`config.mk`:
```
export PLATFORM = sky130hd
export DESIGN_NAME = trtcm_scale
export DESIGN_NICKNAME = d
export VERILOG_FILES = /design/src/rtl/core/trtcm_pkg.sv /design/src/rtl/core/trtcm_scale.sv
export SDC_FILE = /design/constraint.sdc
export NUM_CORES = 2
export LEC_CHECK = 0
export ABC_AREA = 1
export BUFFER_PORTS_ARGS = -buffer_cell sky130_fd_sc_hd__clkbuf_2
export CAP_MARGIN = 10
export CELL_PAD_IN_SITES_DETAIL_PLACEMENT = 1
export CELL_PAD_IN_SITES_GLOBAL_PLACEMENT = 1
export CORE_UTILIZATION = 54
export CTS_CLUSTER_DIAMETER = 40
export DETAILED_ROUTE_END_ITERATION = 8
export PLACE_DENSITY_LB_ADDON = 0.1
export RECOVER_POWER = 50
export SYNTH_ARGS = -nofsm -noshare
export SYNTH_HDL_FRONTEND = slang
export SYNTH_SLANG_ARGS = --single-unit
```
`constraint.sdc`:
```
create_clock -name clock -period 9.55 [get_ports clock]
set_clock_uncertainty 0.1 [all_clocks]
set_input_delay 0 -clock clock [delete_from_list [all_inputs] [get_ports clock]]
set_output_delay 0 -clock clock [all_outputs]
set_load 0.02 [all_outputs]
```
`src/rtl/core/trtcm_pkg.sv`:
```
package trtcm_pkg;

   localparam int TIME_BITS_DEFAULT = 48;
   localparam int FRAC_BITS_DEFAULT = 16;

   localparam int ARRIVAL_BITS = 48;
   localparam int RATE_BITS    = 32;
   localparam int RATE_FRAC    = 16;
   localparam int BURST_BITS   = 24;
   localparam int BYTES_BITS   = 16;

   // refill product in 2^-16 byte units, saturated; all ones exceeds any bucket
   localparam int SAT_BITS = BURST_BITS + RATE_FRAC + 1;

   localparam int CSR_INDEX_BITS = 3;
   localparam int CSR_DATA_BITS  = 32;

   localparam logic [CSR_INDEX_BITS-1:0] CSR_COMMITTED_RATE  = 3'd0;
   localparam logic [CSR_INDEX_BITS-1:0] CSR_PEAK_RATE       = 3'd1;
   localparam logic [CSR_INDEX_BITS-1:0] CSR_COMMITTED_BURST = 3'd2;
   localparam logic [CSR_INDEX_BITS-1:0] CSR_PEAK_BURST      = 3'd3;
   localparam logic [CSR_INDEX_BITS-1:0] CSR_PACKET_BYTES    = 3'd4;

   localparam logic [BYTES_BITS-1:0] PACKET_BYTES_RESET = 16'd1000;

   typedef logic [1:0] color_type;

   localparam color_type COLOR_GREEN  = 2'd0;
   localparam color_type COLOR_YELLOW = 2'd1;
   localparam color_type COLOR_RED    = 2'd2;

   // bucket reload on a burst register write
   typedef struct packed {
      logic                  committed;
      logic                  peak;
      logic [BURST_BITS-1:0] burst;
   } load_type;

endpackage

```
`src/rtl/core/trtcm_scale.sv`:
```
module trtcm_scale #(
   parameter int TIME_BITS = trtcm_pkg::TIME_BITS_DEFAULT,
   parameter int FRAC_BITS = trtcm_pkg::FRAC_BITS_DEFAULT
) (
   input  logic                                            clock,
   input  logic                                            enable,
   input  logic [TIME_BITS-1:0]                            elapsed,
   input  logic [trtcm_pkg::RATE_BITS-1:0]                 rate,
   output logic [trtcm_pkg::BURST_BITS+FRAC_BITS:0]        increment
);
   import trtcm_pkg::*;

   localparam int EXT_BITS     = (TIME_BITS > SAT_BITS ? TIME_BITS : SAT_BITS) + 1;
   localparam int LO_BITS      = RATE_BITS;
   localparam int HI_BITS      = SAT_BITS - LO_BITS;
   localparam int LO_PROD_BITS = LO_BITS + RATE_BITS;
   localparam int HI_PROD_BITS = HI_BITS + RATE_BITS;
   localparam int SUM_BITS     = LO_PROD_BITS + 1;
   localparam int INC_BITS     = BURST_BITS + FRAC_BITS + 1;

   logic [EXT_BITS-1:0]     elapsed_ext;
   logic                    big_in, big_ff;
   logic [LO_PROD_BITS-1:0] lo_prod_in, lo_prod_ff;
   logic [HI_PROD_BITS-1:0] hi_prod_in, hi_prod_ff;
   logic                    hi_over;
   logic [SUM_BITS-1:0]     sum;
   logic                    sum_over;
   logic [SAT_BITS-1:0]     scaled;
   logic [INC_BITS-1:0]     increment_in, increment_ff;

   // split the elapsed time so no product is wider than 32 by 32
   always_comb begin
      elapsed_ext = EXT_BITS'(elapsed);
      big_in      = ((elapsed_ext >> SAT_BITS) != '0) && (rate != '0);
      lo_prod_in  = LO_PROD_BITS'(elapsed_ext[LO_BITS-1:0]) * LO_PROD_BITS'(rate);
      hi_prod_in  = HI_PROD_BITS'(elapsed_ext[SAT_BITS-1:LO_BITS]) * HI_PROD_BITS'(rate);
   end

   always_ff @(posedge clock) begin
      if (enable) begin
         big_ff     <= big_in;
         lo_prod_ff <= lo_prod_in;
         hi_prod_ff <= hi_prod_in;
      end
   end

   always_comb begin
      hi_over  = (hi_prod_ff >> HI_BITS) != '0;
      sum      = SUM_BITS'(lo_prod_ff) + (SUM_BITS'(hi_prod_ff[HI_BITS-1:0]) << LO_BITS);
      sum_over = (sum >> SAT_BITS) != '0;
      scaled   = (big_ff || hi_over || sum_over) ? '1 : SAT_BITS'(sum);
   end

   // move from 16 fraction bits to the bucket's fraction bits
   generate
      if (FRAC_BITS >= RATE_FRAC) begin : g_widen
         assign increment_in = INC_BITS'(scaled) << (FRAC_BITS - RATE_FRAC);
      end else begin : g_narrow
         assign increment_in = INC_BITS'(scaled >> (RATE_FRAC - FRAC_BITS));
      end
   endgenerate

   always_ff @(posedge clock) begin
      if (enable) begin
         increment_ff <= increment_in;
      end
   end

   assign increment = increment_ff;

endmodule

```
**Word-level counts from Yosys, hierarchy flattened**

Index checks and enable logic that the tools add are counted.

- $lt $le $gt $ge: 0
- Add/sub/neg operators: 1
- Bitwise logic cells: 0
- Shifts and indexed selects: 0
- Reduce and logical (&&, ||, !) cells: 7
- Multipliers: 2
- Equal/unequal tests: 0
- Div/mod/pow operators: 0
- Muxes and demuxes: 0

Operators by type and width:

| kind | number |
|---|---|
| adder 64 x 41 -> 65 bit | 1 |
| nonzero test 65 bit | 1 |
| multiplier 32 x 32 -> 64 bit | 1 |
| nonzero test 49 bit | 1 |
| multiplier 9 x 32 -> 41 bit | 1 |
| nonzero test 41 bit | 1 |
| nonzero test 32 bit | 1 |
| logical OR 1 bit | 2 |
| logical AND 1 bit | 1 |

- Output and inout bits: 41
- Register bits: 147
- Bits in latches: 0
- Input port bits: 82
- Bits in writable memories: 0
- Bits in read-only memories: 0
- Memories kept: 0

**Longest topological paths before layout**

- Word-level depth: 3
- Depth in mapped cells: 31

**Least setup slack after synthesis**

OpenSTA, ideal clock, no wires.

- Path type: input to register
- Start point: input rate[5] in the netlist's numbering
- End point: register lo_prod_ff[63] (data pin)
- Path buffers: 2
- Stages: 26
- Arrival: 5982 ps
- Setup slack: 3215 ps
- Required time: 9198 ps
- Path through: clkbuf_1 -> clkbuf_1 -> nand2_1 -> fa_1 -> inv_1 -> fa_1 -> fa_1 -> inv_1 -> fa_1 -> inv_1 -> fa_1 -> fa_1 -> fa_1 -> inv_1 -> fa_1 -> inv_1 -> ha_1 -> nand2_1 -> nand2_1 -> a31oi_1 -> a21boi_0 -> o21bai_1 -> a21oi_1 -> nand2_1 -> nand2_1 -> nand2_1

- Cells in the longest elaborated chain, start to end: 1

RTL lines:

| what | RTL line | text |
|---|---|---|
| start: declaration | trtcm_scale.sv:8 | `input logic [trtcm_pkg::RATE_BITS-1:0] rate,` |
| multiplier 32 x 32 -> 64 bit | trtcm_scale.sv:35 | `lo_prod_in = LO_PROD_BITS'(elapsed_ext[LO_BITS-1:0]) * LO_PROD_BITS'(rate);` |
| named net lo_prod_in[63] | trtcm_scale.sv:23 | `logic [LO_PROD_BITS-1:0] lo_prod_in, lo_prod_ff;` |
| end signal: assignment | trtcm_scale.sv:42 | `lo_prod_ff <= lo_prod_in;` |
| end: declaration | trtcm_scale.sv:23 |  |

The timed path passes the listed nets, and every way through them passes these cells.
A chain may end at the register's enable or synchronous reset.

**Worst setup path in the final report**

- Start point: input rate[12] in the netlist's numbering
- End point: register lo_prod_ff[58] (data pin)

Same word-level chain as after synthesis.

==> results.toml <==
[logic_synthesis]
synth_seq_cells = 147
yosysTopAreaCellShare = 0.438
synth.distinct_cells = 36
synthCells = 6499
yosysTopAreaCell = "fa_1"
synth_ff_type = "edfxtp_1"
synthArstFlopShare = 0
synth_area_leaders = "fa_1, inv_1, nand2_1, edfxtp_1, ha_1"
ys_warn_count = 0
synth-edff-count = 147
avgSynthCellArea_um2 = 7.79
yosysSeqAreaShare = 0.0872
synth_area_um2 = 50600
syn_nets = 8022

[route]
first_pass_iters = 5
drc = 0
wirelength_mm = 175
ant_nets = 0
routedWlPerCell_um = 22.7
via_per_inst = 5.46
drt_iter0_markers = 2838
route.vias.total = 41900

[cts]
clock_latency_ns = 0.51
clk_pin_slew_ns = 0.08
max-clock-path-buffers = 2
numCtsBuffers = 17
clockRootBuffer = "clkbuf_16"
clock-sinks = 147
htreeDepth = 4
cts_tree = "built"
cts-resized-gates = 0

[global_routing]
use_met2 = 0.636
grt_busiest_layer = "met2"
grt_pass1_vias = 47600
grt_pass1_wl_mm = 272
track_usage = 0.384
grt_overflow = 0
met1_usage = 0.488
grt_max_degree = 85
antenna_found_initial = 6
grtUsageMet3 = 0.0568

[place]
gp_congestion = 0.985
post-dp-hpwl_mm = 142
portBuffers = 122
dpl-instance-area_um2 = 52200
dp_cells = 7642

[sta]
fin_crit_ns = 7.66
finalHoldViolations = 0
rsz0062_at_grt = "no"
worst_pin_slew_ns = 5.04
fin_crit_sh = 0.802
slew_viol_final = 193
setup_viol = 0
maxSlewHeadroom = -2.36
max_freq_mhz = 131
setup_tns_ns = 0

[flow_run]
cap_violations = 3

[setup_path]
crit_arrival_ns = 7.80
crit_chain = "clkbuf_2, buf_4, nand2_1, fa_1, inv_1, fa_1, inv_1, fa_1, fa_1, inv_1, fa_1, fa_1, fa_1, ha_1, ha_1, nand2_1, nor2_1, inv_1, nor2_1, inv_1, nor4_1, nand3_1, nand3_1, nand2_1"
crit_family = "adder cells"
crit_fanout = 30
critPathBufInv = 7
cpPeakStageDelay_ns = 0.79
cp_data_required_time_ns = 9.69
end_kind = "register"
worst_path_max_delay_cell = "nor4_1"
crit_type = "in2reg"
crit_top_cell = "fa_1"
critPathLaunchType = "primary input"

[floorplan]
rows = 111
die_h_um = 308
start_util = 0.549
die_w_um = 308
ioPinCount = 123
core_um2 = 92200
die_area_um2 = 94900

[finish]
nets = 7945
stdcell_count = 7682
final_util = 0.572
final_common_cell = "inv_1"
final_area_um2 = 52800
syn2layout_area_growth_pct = 4.29
layout_common_cells = "inv_1, nand2_1, fa_1, ha_1, nor2_1"
final_layout_size_suffix_gt1_frac = 0.0291

[status]
status = "finished with violations"
violations = "max-capacitance violations, max-slew violations"

[hold_path]
hold_class = "in2reg"
## synthesized netlist by cell type (2+ instances only)
library cell and count:
xor2_1 65, a31oi_1 8, buf_2 3, a211oi_1 6
nand3b_1 12, a21boi_0 8, fa_1 1108, ha_1 333
inv_1 1994, nor2_2 3, a21oi_1 128, o21ai_0 75
nand2_1 1766, buf_4 5, nand3_2 2, nor3b_1 2
nand4_1 30, a21o_1 21, nor2_1 249, xnor2_1 26
nor4_1 16, buf_1 8, edfxtp_1 147, o311ai_0 2
o21a_1 7, nor3_1 33, nand3_1 146, o21bai_1 14
clkbuf_1 275
## tightest hold or removal path, cell delays in order
cell and delay [ns]:
clkbuf_2 0.42, nand2_1 0.25, inv_1 0.05
## kinds of logic after synthesis
logic type	after synthesis	synth area share
simple gates	2264	0.176
fa+ha+maj	1441	0.521
xor+xnor	91	0.0158
buf+inv	2286	0.170
compound gates	270	0.0299
flops	147	0.0872
## cell type report
class,count,area (um^2)
antenna,4,10.0
inverter,1995,7490
tap,1243,1560
multi-input combinational,4066,37600
fill,11700,39400
timing repair buffer,195,1110
clock inverter,15,184
sequential,147,4410
clock buffer,17,425
## layer usage
| layer | vias to the layer above | part of all wire |
|---|---|---|
| li1 | 18200 | - |
| met1 | 21700 | 0.40 |
| met2 | 1586 | 0.48 |
| met3 | 480 | 0.067 |
| met4 | 4 | 0.058 |
| met5 | - | 0.00013 |
## final timing paths
path                   from             end  slack, ns  depth (start not counted)
min              elapsed[0]   lo_prod_ff[0]       0.31                          3
max reg2reg  lo_prod_ff[32]    increment[1]       5.81                         16
max                rate[12]  lo_prod_ff[58]       1.89                         24
min reg2reg   lo_prod_ff[9]    increment[9]       0.43                          2
## registers in the layout, indices dropped and copies added, names as in the netlist
| register | flops |
|---|---|
| increment | 41 |
| hi_prod_ff | 41 |
| big_ff | 1 |
| lo_prod_ff | 64 |
## stage by stage
| step | worst slack (ns) | hold WS [ns] |
|---|---|---|
| after floorplan | 3.22 | 0.0125 |
| after global placement | 1.49 | 0.295 |
| after detailed placement | 1.46 | 0.279 |
| after CTS | 1.98 | 0.190 |
| after global routing | 1.63 | 0.285 |
| final | 1.89 | 0.313 |
## what timing repair did
item,in CTS,in global routing
setup buffers,0,0
endpoints found under the hold margin,18,0
hold buffers,4,0
Power is left out: the tool's default activity adds up to more than one toggle a clock period on the data nets, which glitch-free logic cannot reach.
