$ cat src/rtl/core/trtcm_pkg.sv
package trtcm_pkg;

   localparam int TIME_BITS_DEFAULT = 48;
   localparam int FRAC_BITS_DEFAULT = 16;

   localparam int ARRIVAL_BITS = 48;
   localparam int RATE_BITS    = 32;
   localparam int RATE_FRAC    = 16;
   localparam int BURST_BITS   = 24;
   localparam int BYTES_BITS   = 16;

   // refill product in 2^-16 byte units, saturated; all ones exceeds any bucket
   localparam int SAT_BITS = BURST_BITS + RATE_FRAC + 1;

   localparam int CSR_INDEX_BITS = 3;
   localparam int CSR_DATA_BITS  = 32;

   localparam logic [CSR_INDEX_BITS-1:0] CSR_COMMITTED_RATE  = 3'd0;
   localparam logic [CSR_INDEX_BITS-1:0] CSR_PEAK_RATE       = 3'd1;
   localparam logic [CSR_INDEX_BITS-1:0] CSR_COMMITTED_BURST = 3'd2;
   localparam logic [CSR_INDEX_BITS-1:0] CSR_PEAK_BURST      = 3'd3;
   localparam logic [CSR_INDEX_BITS-1:0] CSR_PACKET_BYTES    = 3'd4;

   localparam logic [BYTES_BITS-1:0] PACKET_BYTES_RESET = 16'd1000;

   typedef logic [1:0] color_type;

   localparam color_type COLOR_GREEN  = 2'd0;
   localparam color_type COLOR_YELLOW = 2'd1;
   localparam color_type COLOR_RED    = 2'd2;

   // bucket reload on a burst register write
   typedef struct packed {
      logic                  committed;
      logic                  peak;
      logic [BURST_BITS-1:0] burst;
   } load_type;

endpackage

$ cat src/rtl/core/trtcm_marker.sv
module trtcm_marker #(
   parameter int FRAC_BITS = trtcm_pkg::FRAC_BITS_DEFAULT
) (
   input  logic                                     clock,
   input  logic                                     reset,
   input  logic                                     step,
   input  logic                                     advanced,
   input  logic [trtcm_pkg::BURST_BITS+FRAC_BITS:0] inc_committed,
   input  logic [trtcm_pkg::BURST_BITS+FRAC_BITS:0] inc_peak,
   input  logic [trtcm_pkg::BURST_BITS-1:0]         committed_burst,
   input  logic [trtcm_pkg::BURST_BITS-1:0]         peak_burst,
   input  logic [trtcm_pkg::BYTES_BITS-1:0]         packet_bytes,
   input  trtcm_pkg::load_type                      load,
   output trtcm_pkg::color_type                     color
);
   import trtcm_pkg::*;

   localparam int TOK_BITS = BURST_BITS + FRAC_BITS;
   localparam int SUM_BITS = TOK_BITS + 2;

   logic [TOK_BITS-1:0] committed_ff, committed_in;
   logic [TOK_BITS-1:0] peak_ff, peak_in;
   logic [TOK_BITS-1:0] cap_committed, cap_peak, need, reload;
   logic [SUM_BITS-1:0] sum_committed, sum_peak;
   logic [TOK_BITS-1:0] fill_committed, fill_peak;
   logic                committed_ok, peak_ok;
   color_type           color_ff, color_in;

   always_comb begin
      cap_committed = TOK_BITS'(committed_burst) << FRAC_BITS;
      cap_peak      = TOK_BITS'(peak_burst) << FRAC_BITS;
      need          = TOK_BITS'(packet_bytes) << FRAC_BITS;
      reload        = TOK_BITS'(load.burst) << FRAC_BITS;

      sum_committed = SUM_BITS'(committed_ff) + SUM_BITS'(inc_committed);
      sum_peak      = SUM_BITS'(peak_ff) + SUM_BITS'(inc_peak);

      // refill clamps at the bucket capacity
      fill_committed = committed_ff;
      fill_peak      = peak_ff;
      if (advanced) begin
         fill_committed = (sum_committed >= SUM_BITS'(cap_committed)) ?
                          cap_committed : TOK_BITS'(sum_committed);
         fill_peak      = (sum_peak >= SUM_BITS'(cap_peak)) ?
                          cap_peak : TOK_BITS'(sum_peak);
      end

      committed_ok = fill_committed >= need;
      peak_ok      = fill_peak >= need;

      committed_in = fill_committed;
      peak_in      = fill_peak;
      if (committed_ok && peak_ok) begin
         committed_in = fill_committed - need;
         peak_in      = fill_peak - need;
         color_in     = COLOR_GREEN;
      end else if (peak_ok) begin
         peak_in      = fill_peak - need;
         color_in     = COLOR_YELLOW;
      end else begin
         color_in     = COLOR_RED;
      end
   end

   always_ff @(posedge clock) begin
      if (reset) begin
         committed_ff <= '0;
         peak_ff      <= '0;
      end else begin
         if (load.committed) begin
            committed_ff <= reload;
         end else if (step) begin
            committed_ff <= committed_in;
         end
         if (load.peak) begin
            peak_ff <= reload;
         end else if (step) begin
            peak_ff <= peak_in;
         end
      end
   end

   always_ff @(posedge clock) begin
      if (step) begin
         color_ff <= color_in;
      end
   end

   assign color = color_ff;

endmodule

$ cat config.mk
export PLATFORM = sky130hd
export DESIGN_NAME = trtcm_marker
export DESIGN_NICKNAME = d
export VERILOG_FILES = /design/src/rtl/core/trtcm_pkg.sv /design/src/rtl/core/trtcm_marker.sv
export SDC_FILE = /design/constraint.sdc
export NUM_CORES = 1
export LEC_CHECK = 0
export ABC_AREA = 0
export BUFFER_PORTS_ARGS = -buffer_cell sky130_fd_sc_hd__buf_2
export CORE_MARGIN = 2
export CORE_UTILIZATION = 61
export DETAILED_ROUTE_END_ITERATION = 16
export PLACE_DENSITY = 0.84
export SLEW_MARGIN = 10
export SYNTH_ARGS = -nofsm -noshare
export SYNTH_HDL_FRONTEND = slang
export SYNTH_SLANG_ARGS = --single-unit
export TNS_END_PERCENT = 100
$ cat constraint.sdc
create_clock -name clock -period 9.95 [get_ports clock]
set_input_delay 0.995 -clock clock [delete_from_list [all_inputs] [get_ports clock]]
set_output_delay 0.995 -clock clock [all_outputs]
set_load 0.03 [all_outputs]
# Word level (Yosys, flattened, before mapping)
# Index checks and enable logic that the tools add are counted.
# totals
regBits	82
latchBits	0
ramBits	0
mem_bits_ro	0
inputBits	176
out_inout_bits	2
elab_cells	30
n_memories	0
# op_classes
addsub	4
n_mul	0
n_div	0
n_lt_le_gt_ge	4
eq_ne	0
n_shift	0
mux	12
n_bitwise	0
reduce_logical	5
# op_table
operator	n
2-to-1 mux 40 bit	11
adder 40 x 41 -> 42 bit	2
greater-or-equal comparator 42 x 40 -> 1 bit	2
greater-or-equal comparator 40 x 32 -> 1 bit	2
subtractor 40 x 32 -> 40 bit	2
nonzero test 2 bit	2
OR reduction 2 bit	2
2-to-1 mux 2 bit	1
logical AND 1 bit	1

# Longest topological paths before layout
# Gate-level depths: netlist (run 1).
# logic_depth
ltp_word	9
ltp_mapped	45
ltp_nobuf	43

# Least setup slack after synthesis (run 1)
# No wires, ideal clock.
# synth_timing
kind	input to register
startpoint	input inc_committed[2] (netlist bit)
endpoint	register committed_ff[29]
setup_ns	0.134
arrival_time_ns	8.810
t_required_ns	9.816
setup_slack_ns	1.006
path_stages	41
path_buffers	5
cell_sequence	ha_1 -> clkbuf_1 -> a211o_1 -> a211o_1 -> a31oi_1 -> o22ai_1 -> a21oi_1 -> nor3b_1 -> or3_1 -> a21oi_1 -> xnor2_1 -> ha_1 -> a21o_1 -> a21oi_1 -> o21ai_0 -> a41o_1 -> a221oi_1 -> o2111ai_1 -> (+5 left out) -> a21oi_1 -> a21oi_1 -> ha_1 -> a21o_1 -> a21oi_1 -> o21ai_0 -> a21oi_1 -> o21ai_0 -> nor2b_1 -> nor4_1 -> o21a_1 -> nand4bb_1 -> or2_1 -> clkbuf_1 -> buf_2 -> a32o_1 -> a31oi_1 -> o22ai_1
# synth_between
elab_chain_len	9
word_cells_on_any_way	10
cone_classes	add/sub (2); order compare (2); mux (5); reduce/logical (1)
# synth_rtl
item	line	rtl
from (decl)	trtcm_marker.sv:8	input logic [trtcm_pkg::BURST_BITS+FRAC_BITS:0] inc_committed,
adder 40 x 41 -> 42 bit (*)	trtcm_marker.sv:35	sum_committed = SUM_BITS'(committed_ff) + SUM_BITS'(inc_committed);
greater-or-equal comparator 42 x 40 -> 1 bit	trtcm_marker.sv:42	fill_committed = (sum_committed >= SUM_BITS'(cap_committed)) ?
2-to-1 mux 40 bit (*)	trtcm_marker.sv:42	
2-to-1 mux 40 bit (*)	trtcm_marker.sv:41	if (advanced) begin
greater-or-equal comparator 40 x 32 -> 1 bit	trtcm_marker.sv:48	committed_ok = fill_committed >= need;
logical AND 1 bit	trtcm_marker.sv:53	if (committed_ok && peak_ok) begin
2-to-1 mux 40 bit (*)	trtcm_marker.sv:53	
2-to-1 mux 40 bit (*)	trtcm_marker.sv:72	end else if (step) begin
2-to-1 mux 40 bit (*)	trtcm_marker.sv:70	if (load.committed) begin
to (signal assigned)	trtcm_marker.sv:71	committed_ff <= reload;
to (signal assigned)	trtcm_marker.sv:73	committed_ff <= committed_in;
to (decl)	trtcm_marker.sv:21	logic [TOK_BITS-1:0] committed_ff, committed_in;
# Mark *: on every way between the ends. The rest lies on a longest branch, timed or not. The select of a mux whose other input is x is not followed.
# A chain may end at the register's enable or synchronous reset.

# Final worst setup path (run 1)
# layout_timing
startpoint	input inc_peak[9] (netlist bit)
endpoint	register committed_ff[22]
# layout_between
elab_chain_len	9
# layout_rtl
item	line	rtl
from (decl)	trtcm_marker.sv:9	input logic [trtcm_pkg::BURST_BITS+FRAC_BITS:0] inc_peak,
adder 40 x 41 -> 42 bit (*)	trtcm_marker.sv:36	sum_peak = SUM_BITS'(peak_ff) + SUM_BITS'(inc_peak);
greater-or-equal comparator 42 x 40 -> 1 bit	trtcm_marker.sv:44	fill_peak = (sum_peak >= SUM_BITS'(cap_peak)) ?
2-to-1 mux 40 bit (*)	trtcm_marker.sv:44	
2-to-1 mux 40 bit (*)	trtcm_marker.sv:41	
greater-or-equal comparator 40 x 32 -> 1 bit (*)	trtcm_marker.sv:49	peak_ok = fill_peak >= need;
logical AND 1 bit (*)	trtcm_marker.sv:53	
2-to-1 mux 40 bit (*)	trtcm_marker.sv:53	
2-to-1 mux 40 bit (*)	trtcm_marker.sv:72	
2-to-1 mux 40 bit (*)	trtcm_marker.sv:70	
# Marks and branches as above.

==> results of run 1 <==
[kinds of logic (layout without fill, tap and decap cells)]
logic type               count (synthesis)  in the layout  share of synthesized area (%)
AO/OA/AOI/OAI                          627            627                           31.0
buffers and inverters                  205            328                           6.17
multiplexers                            35             35                           2.70
XOR/XNOR                               100            100                           6.58
other                                    0              1                              0
AND/OR/NAND/NOR                        696            696                           25.4
flip-flops                              82             82                           12.5
adder cells (fa/ha/maj)                164            164                           15.6
[path summary, 6_finish.rpt]
check                       start          endpoint  slack (ns)  depth (start not counted)
setup reg to reg       peak_ff[9]  committed_ff[22]        0.98                         39
hold reg to reg   committed_ff[3]   committed_ff[3]        0.49                          2
hold / removal    committed_ff[3]   committed_ff[3]        0.49                          2
setup / recovery      inc_peak[9]  committed_ff[22]        0.60                         40
[per-layer routing]
| layer | vias up | share of wire [%] | track usage [%] |
|---|---|---|---|
| met5 | - | 0.015 | 0 |
| met4 | 2 | 4.7 | 18.2 |
| met3 | 158 | 8.9 | 5.36 |
| met2 | 827 | 47 | 67.7 |
| met1 | 7107 | 40 | 50.1 |
| li1 | 7340 | - | - |
[cell type report]
class,instances,area [um^2],share of cell area [%]
clock inverters,7,81.3,0.552
flip-flops and latches,82,1660,11.3
diodes,1,2.50,0.0170
well taps,280,350,2.38
multi-input cells,1622,10900,73.7
inverters,100,380,2.58
clock buffers,9,225,1.53
repair buffers,212,1160,7.91
[power groups by stage]
stage / clock [W] / sequential, W / combinational, W
floorplan: 0 / 0.000374 / 0.000803
global placement: 0 / 0.000387 / 0.00107
detailed placement: 0 / 0.000388 / 0.00109
CTS: 0.000351 / 0.000380 / 0.00110
global route: 0.000365 / 0.000384 / 0.00123
finish: 0.000351 / 0.000383 / 0.00112
[through the flow]
step	worst slack, ns	hold slack [ns]	utilization [%]	instance area, um^2	instances
2_1_floorplan	1.01	0.448	-	13300	1909
3_3_place_gp	0.243	0.466	66.5	14400	2296
3_5_place_dp	0.111	0.474	66.5	14400	2296
4_1_cts	0.372	0.485	67.9	14700	2312
5_1_grt	0.00791	0.503	68.1	14700	2312
6_report	0.598	0.492	68.1	14700	2313
[cells in the final DEF, fill, tap and decap left out, types with 10 or more instances in the layout]
cell	n
mux2i_1	28
nand2_1	176
a21o_1	34
nor4_1	26
nand3_1	47
o211ai_1	20
or2_2	10
dfxtp_1	80
a31oi_1	32
nor2b_1	21
o22ai_1	24
or3_1	11
a21oi_1	205
a211oi_1	28
xnor2_1	57
nand2b_1	14
o21a_1	26
o21ai_0	84
and3_1	26
o31ai_1	12
inv_1	99
nor2_1	195
o21bai_1	16
nor3_1	70
xor2_1	43
a211o_1	22
buf_2	177
ha_1	160
buf_4	33
nand4_1	44
[registers in the layout, summed over array words and instances (netlist names)]
name	flops
peak_ff	40
committed_ff	40
color	2
[repair_timing]
action,4_1_cts,5_1_grt
endpoints found under the setup margin,0,36
hold buffers,0,0
gates resized for setup,0,6
[critical path, delay by kind of cell]
family          cells  cell delay, ns
buf+inv             5            0.89
simple gates       15            3.69
fa+ha+maj           4            1.28
xor+xnor            1            0.18
compound gates     15            2.48
==> flow_summary.json, run 1 <==
{
  "grt_pass1_wl_mm": 72.3,
  "clock-sinks": 82,
  "first_iter_violations": 1409,
  "ir_drop_mv": 0.0912,
  "fillers": 1958,
  "finalMaxSlewViolations": 0,
  "synth_area_leader_cell": "ha_1",
  "p_clk_share_pct": 18.9,
  "clk_pin_slew_ns": 0.08,
  "cts_setup_buffers": 0,
  "post_synth.cell_area_avg_um2": 6.97,
  "avgRoutedWirePerCell_um": 20.5,
  "power.share.switching_pct": 47.0,
  "yosysUniqueCellTypes": 85,
  "netlist.area_leader.share_pct": 15.0,
  "yosysMostFrequentCell": "a21oi_1",
  "synthArstFlopShare_pct": 0,
  "globalRouteTotalUtil_pct": 39.9,
  "p_per_area_mw_per_mm2": 126,
  "nets": 2367,
  "drc_errors": 0,
  "cpMostUsedCell": "a21oi_1",
  "tritoncts": "built",
  "htreeDepth": 3,
  "die_h_um": 152,
  "antenna_found_initial": 2,
  "path_max_fanout": 32,
  "startpoint_type": "input pin",
  "cap_violations": 0,
  "vias_per_cell": 6.67,
  "worst_ep_arrival_time_ns": 9.56,
  "max_stage_delay_ns": 0.53,
  "die_w_um": 152,
  "syn_area_mm2": 0.0133,
  "place.gp.congestion": 1.04,
  "vias": 15400,
  "synth_seq_cells": 82,
  "finalSetupViolCount": 0,
  "grt_pass1_vias": 14100,
  "fmax_mhz": 107,
  "synth-edff-count": 2,
  "clockBufferDepth": 2,
  "dr.pass1.iters": 6,
  "cts_buffers": 9,
  "io_pins": 178,
  "power_frac_comb_pct": 60.5,
  "p_leak_nw": 6.68,
  "synth_cells": 1909,
  "layout-drive-gt1-share_pct": 13.7,
  "finalSetupTns_ns": 0,
  "overflow": 0,
  "seq_area_frac_synth_pct": 12.5,
  "synth_area_leaders": "ha_1 (15%), dfxtp_1 (12%), a21oi_1 (7.7%)",
  "p_total_w": 0.00186,
  "p_int_w": 0.000984,
  "path_class": "in2reg",
  "period_needed_ns": 9.35,
  "wirelength_mm": 47.4,
  "place_hpwl_mm": 38.6,
  "hold_class": "reg2reg",
  "initial_utilization_pct": 61.5,
  "ys_warn_count": 0,
  "clkLatencyLatePin_ns": 0.36,
  "synth_ff_type": "dfxtp_1",
  "worst_pin_slew_ns": 0.871,
  "route.antenna.remaining_nets": 0,
  "cts_root_buffer": "clkbuf_16",
  "grt_max_degree": 67,
  "synth_common_cells": "a21oi_1 (205), nor2_1 (196), nand2_1 (176)",
  "synth.net_count": 2249,
  "dieArea_mm2": 0.0230,
  "required_ns": 10.16,
  "p_sw_w": 0.000873,
  "p_seq_share_pct": 20.6,
  "finalHoldViolations": 0,
  "slew_headroom_pct": 42.0,
  "clock_skew_ns": 0.0139,
  "port_buffers": 177,
  "status": "complete, no violations",
  "core_mm2": 0.0216,
  "fin_crit_sh_pct": 94.0,
  "num_rows": 54,
  "area_growth_pct": 10.7,
  "crit_path_end_kind": "register",
  "cp_slowest_cell": "or4_1",
  "rsz0062_at_grt": "false"
}
(Power assumes the default switching activity.)
==> inputs of run 2 (changes only) <==
--- a/config.mk
+++ b/config.mk
@@ -8,9 +8,9 @@
 export ABC_AREA = 0
 export BUFFER_PORTS_ARGS = -buffer_cell sky130_fd_sc_hd__buf_2
 export CORE_MARGIN = 2
-export CORE_UTILIZATION = 61
+export CORE_UTILIZATION = 55
 export DETAILED_ROUTE_END_ITERATION = 16
-export PLACE_DENSITY = 0.84
+export PLACE_DENSITY = 0.8
 export SLEW_MARGIN = 10
 export SYNTH_ARGS = -nofsm -noshare
 export SYNTH_HDL_FRONTEND = slang
==> constraint.sdc (replaced) <==
create_clock -name clock -period 8.2 [get_ports clock]
set_input_delay 0.82 -clock clock [delete_from_list [all_inputs] [get_ports clock]]
set_output_delay 0.82 -clock clock [all_outputs]
set_load 0.03 [all_outputs]
==> flow_summary.json, run 2 (synthesis gave the netlist of run 1 again) <==
{
  "final-seq-area_mm2": 0.00166,
  "status": "finished, violations left",
  "initial_utilization_pct": 56.3,
  "path_class": "in2reg",
  "cts_hold_buf": 0,
  "violations": "setup timing",
  "wl_met2_mm": 24.7,
  "htreeDepth": 3,
  "cts_buffers": 9,
  "multi_input_area_mm2": 0.0114,
  "grt_max_degree": 64,
  "globalRouteTotalUtil_pct": 39.0,
  "required_ns": 8.42,
  "overflow": 0,
  "slew_headroom_pct": 38.9,
  "cts_root_buffer": "clkbuf_16",
  "cp_slowest_cell": "or4_4",
  "rsz0062_at_grt": "true",
  "route.antenna.remaining_nets": 0,
  "fillers": 1803,
  "clkLatencyLatePin_ns": 0.37,
  "reg2reg_from": "peak_ff[0]",
  "grt_pass1_wl_mm": 81.0,
  "die_h_um": 160,
  "place.gp.congestion": 1.08,
  "clk_pin_slew_ns": 0.08,
  "place_hpwl_mm": 42.7,
  "clock_skew_ns": 0.0133,
  "tritoncts": "built",
  "layout_common_cells": "buf_4 (393), nor2_1 (191), a21oi_1 (185)",
  "clockBufferDepth": 2,
  "p_per_area_mw_per_mm2": 148,
  "drt-met1-wl_mm": 21.5,
  "vias_per_cell": 6.38,
  "worst_pin_slew_ns": 0.913,
  "path_max_fanout": 13,
  "hold_class": "reg2reg",
  "layout-drive-gt1-share_pct": 30.4,
  "setup_ws_ns": -0.0888,
  "holdCritStartpoint": "peak_ff[9]",
  "wirelength_mm": 54.2,
  "grt_pass1_vias": 16000,
  "clock-sinks": 82,
  "dieArea_mm2": 0.0254,
  "crit_path_end_kind": "register",
  "final_common_cell": "buf_4",
  "num_rows": 56,
  "startpoint_type": "input pin",
  "period_needed_ns": 8.29,
  "final_core_util_pct": 76.7,
  "port_buffers": 177,
  "fin_area_mm2": 0.0181,
  "highest_layer": "met5",
  "drc_errors": 0,
  "fin_crit_sh_pct": 101,
  "critPathLaunch": "inc_peak[7]",
  "nets": 2736,
  "area_growth_pct": 36.2,
  "antenna_found_initial": 3,
  "hold_ws_ns": 0.488,
  "die_w_um": 160,
  "cap_violations": 0,
  "p_leak_nw": 8.59,
  "max_stage_delay_ns": 0.45,
  "finalMaxSlewViolations": 0,
  "fmax_mhz": 121,
  "finalSetupTns_ns": -0.260,
  "place_area_mm2": 0.0169,
  "io_pins": 178,
  "worst_ep_arrival_time_ns": 8.51,
  "core_mm2": 0.0236,
  "avgRoutedWirePerCell_um": 19.9,
  "finalSetupViolCount": 8,
  "dr.pass1.iters": 8,
  "finalHoldViolations": 0,
  "met3_length_mm": 4.67,
  "cpMostUsedCell": "a21oi_2",
  "first_iter_violations": 2163,
  "dp_slack_ns": -1.02,
  "vias": 17400,
  "ir_drop_mv": 0.114
}
[run 2: layout make-up]
type	count	share of cell area, %
clock buffer	9	1.24
tap	319	2.20
multi-input combinational	1622	62.8
antenna	2	0.0276
sequential	82	9.17
inverter	100	2.10
timing repair buffer	581	22.1
clock inverter	7	0.421
[run 2: final timing paths]
path	endpoint	slack, ns	depth (start not counted)
setup / recovery	peak_ff[17]	-0.09	41
hold / removal	peak_ff[9]	0.49	2
setup reg to reg	peak_ff[17]	0.04	43
hold reg to reg	peak_ff[9]	0.49	2
[run 2: timing repair]
action,in CTS,in global routing
setup endpoints to repair,50,49
gates cloned,0,2
buffers inserted,4,33
pin swaps,20,48
hold endpoints to repair,0,0
resized for setup,42,90
[run 2: worst max-delay path: cells and delay by family]
kind                     cells  cell delay [ns]
AO/OA/AOI/OAI               20             3.62
XOR/XNOR                     1             0.09
adder cells (fa/ha/maj)      4             1.21
buffers and inverters        5             0.61
multiplexers                 1             0.29
AND/OR/NAND/NOR             10             1.82
[run 2: stage by stage]
step                power [W]  instances
global route          0.00284       2722
finish                0.00269       2722
detailed placement    0.00209       2666
CTS                   0.00254       2685
global placement      0.00206       2666
floorplan             0.00143       1909
[run 2: report_power, final]
part,internal [W],switching [W]
clock network,0.000217,0.000208
registers,0.000427,0.0000398
logic,0.000837,0.000959
[run 2: layer usage]
layer	up-vias	track usage, %
li1	8085	-
met5	-	0
met3	253	4.66
met4	2	18.6
met1	7982	48.8
met2	1050	66.7
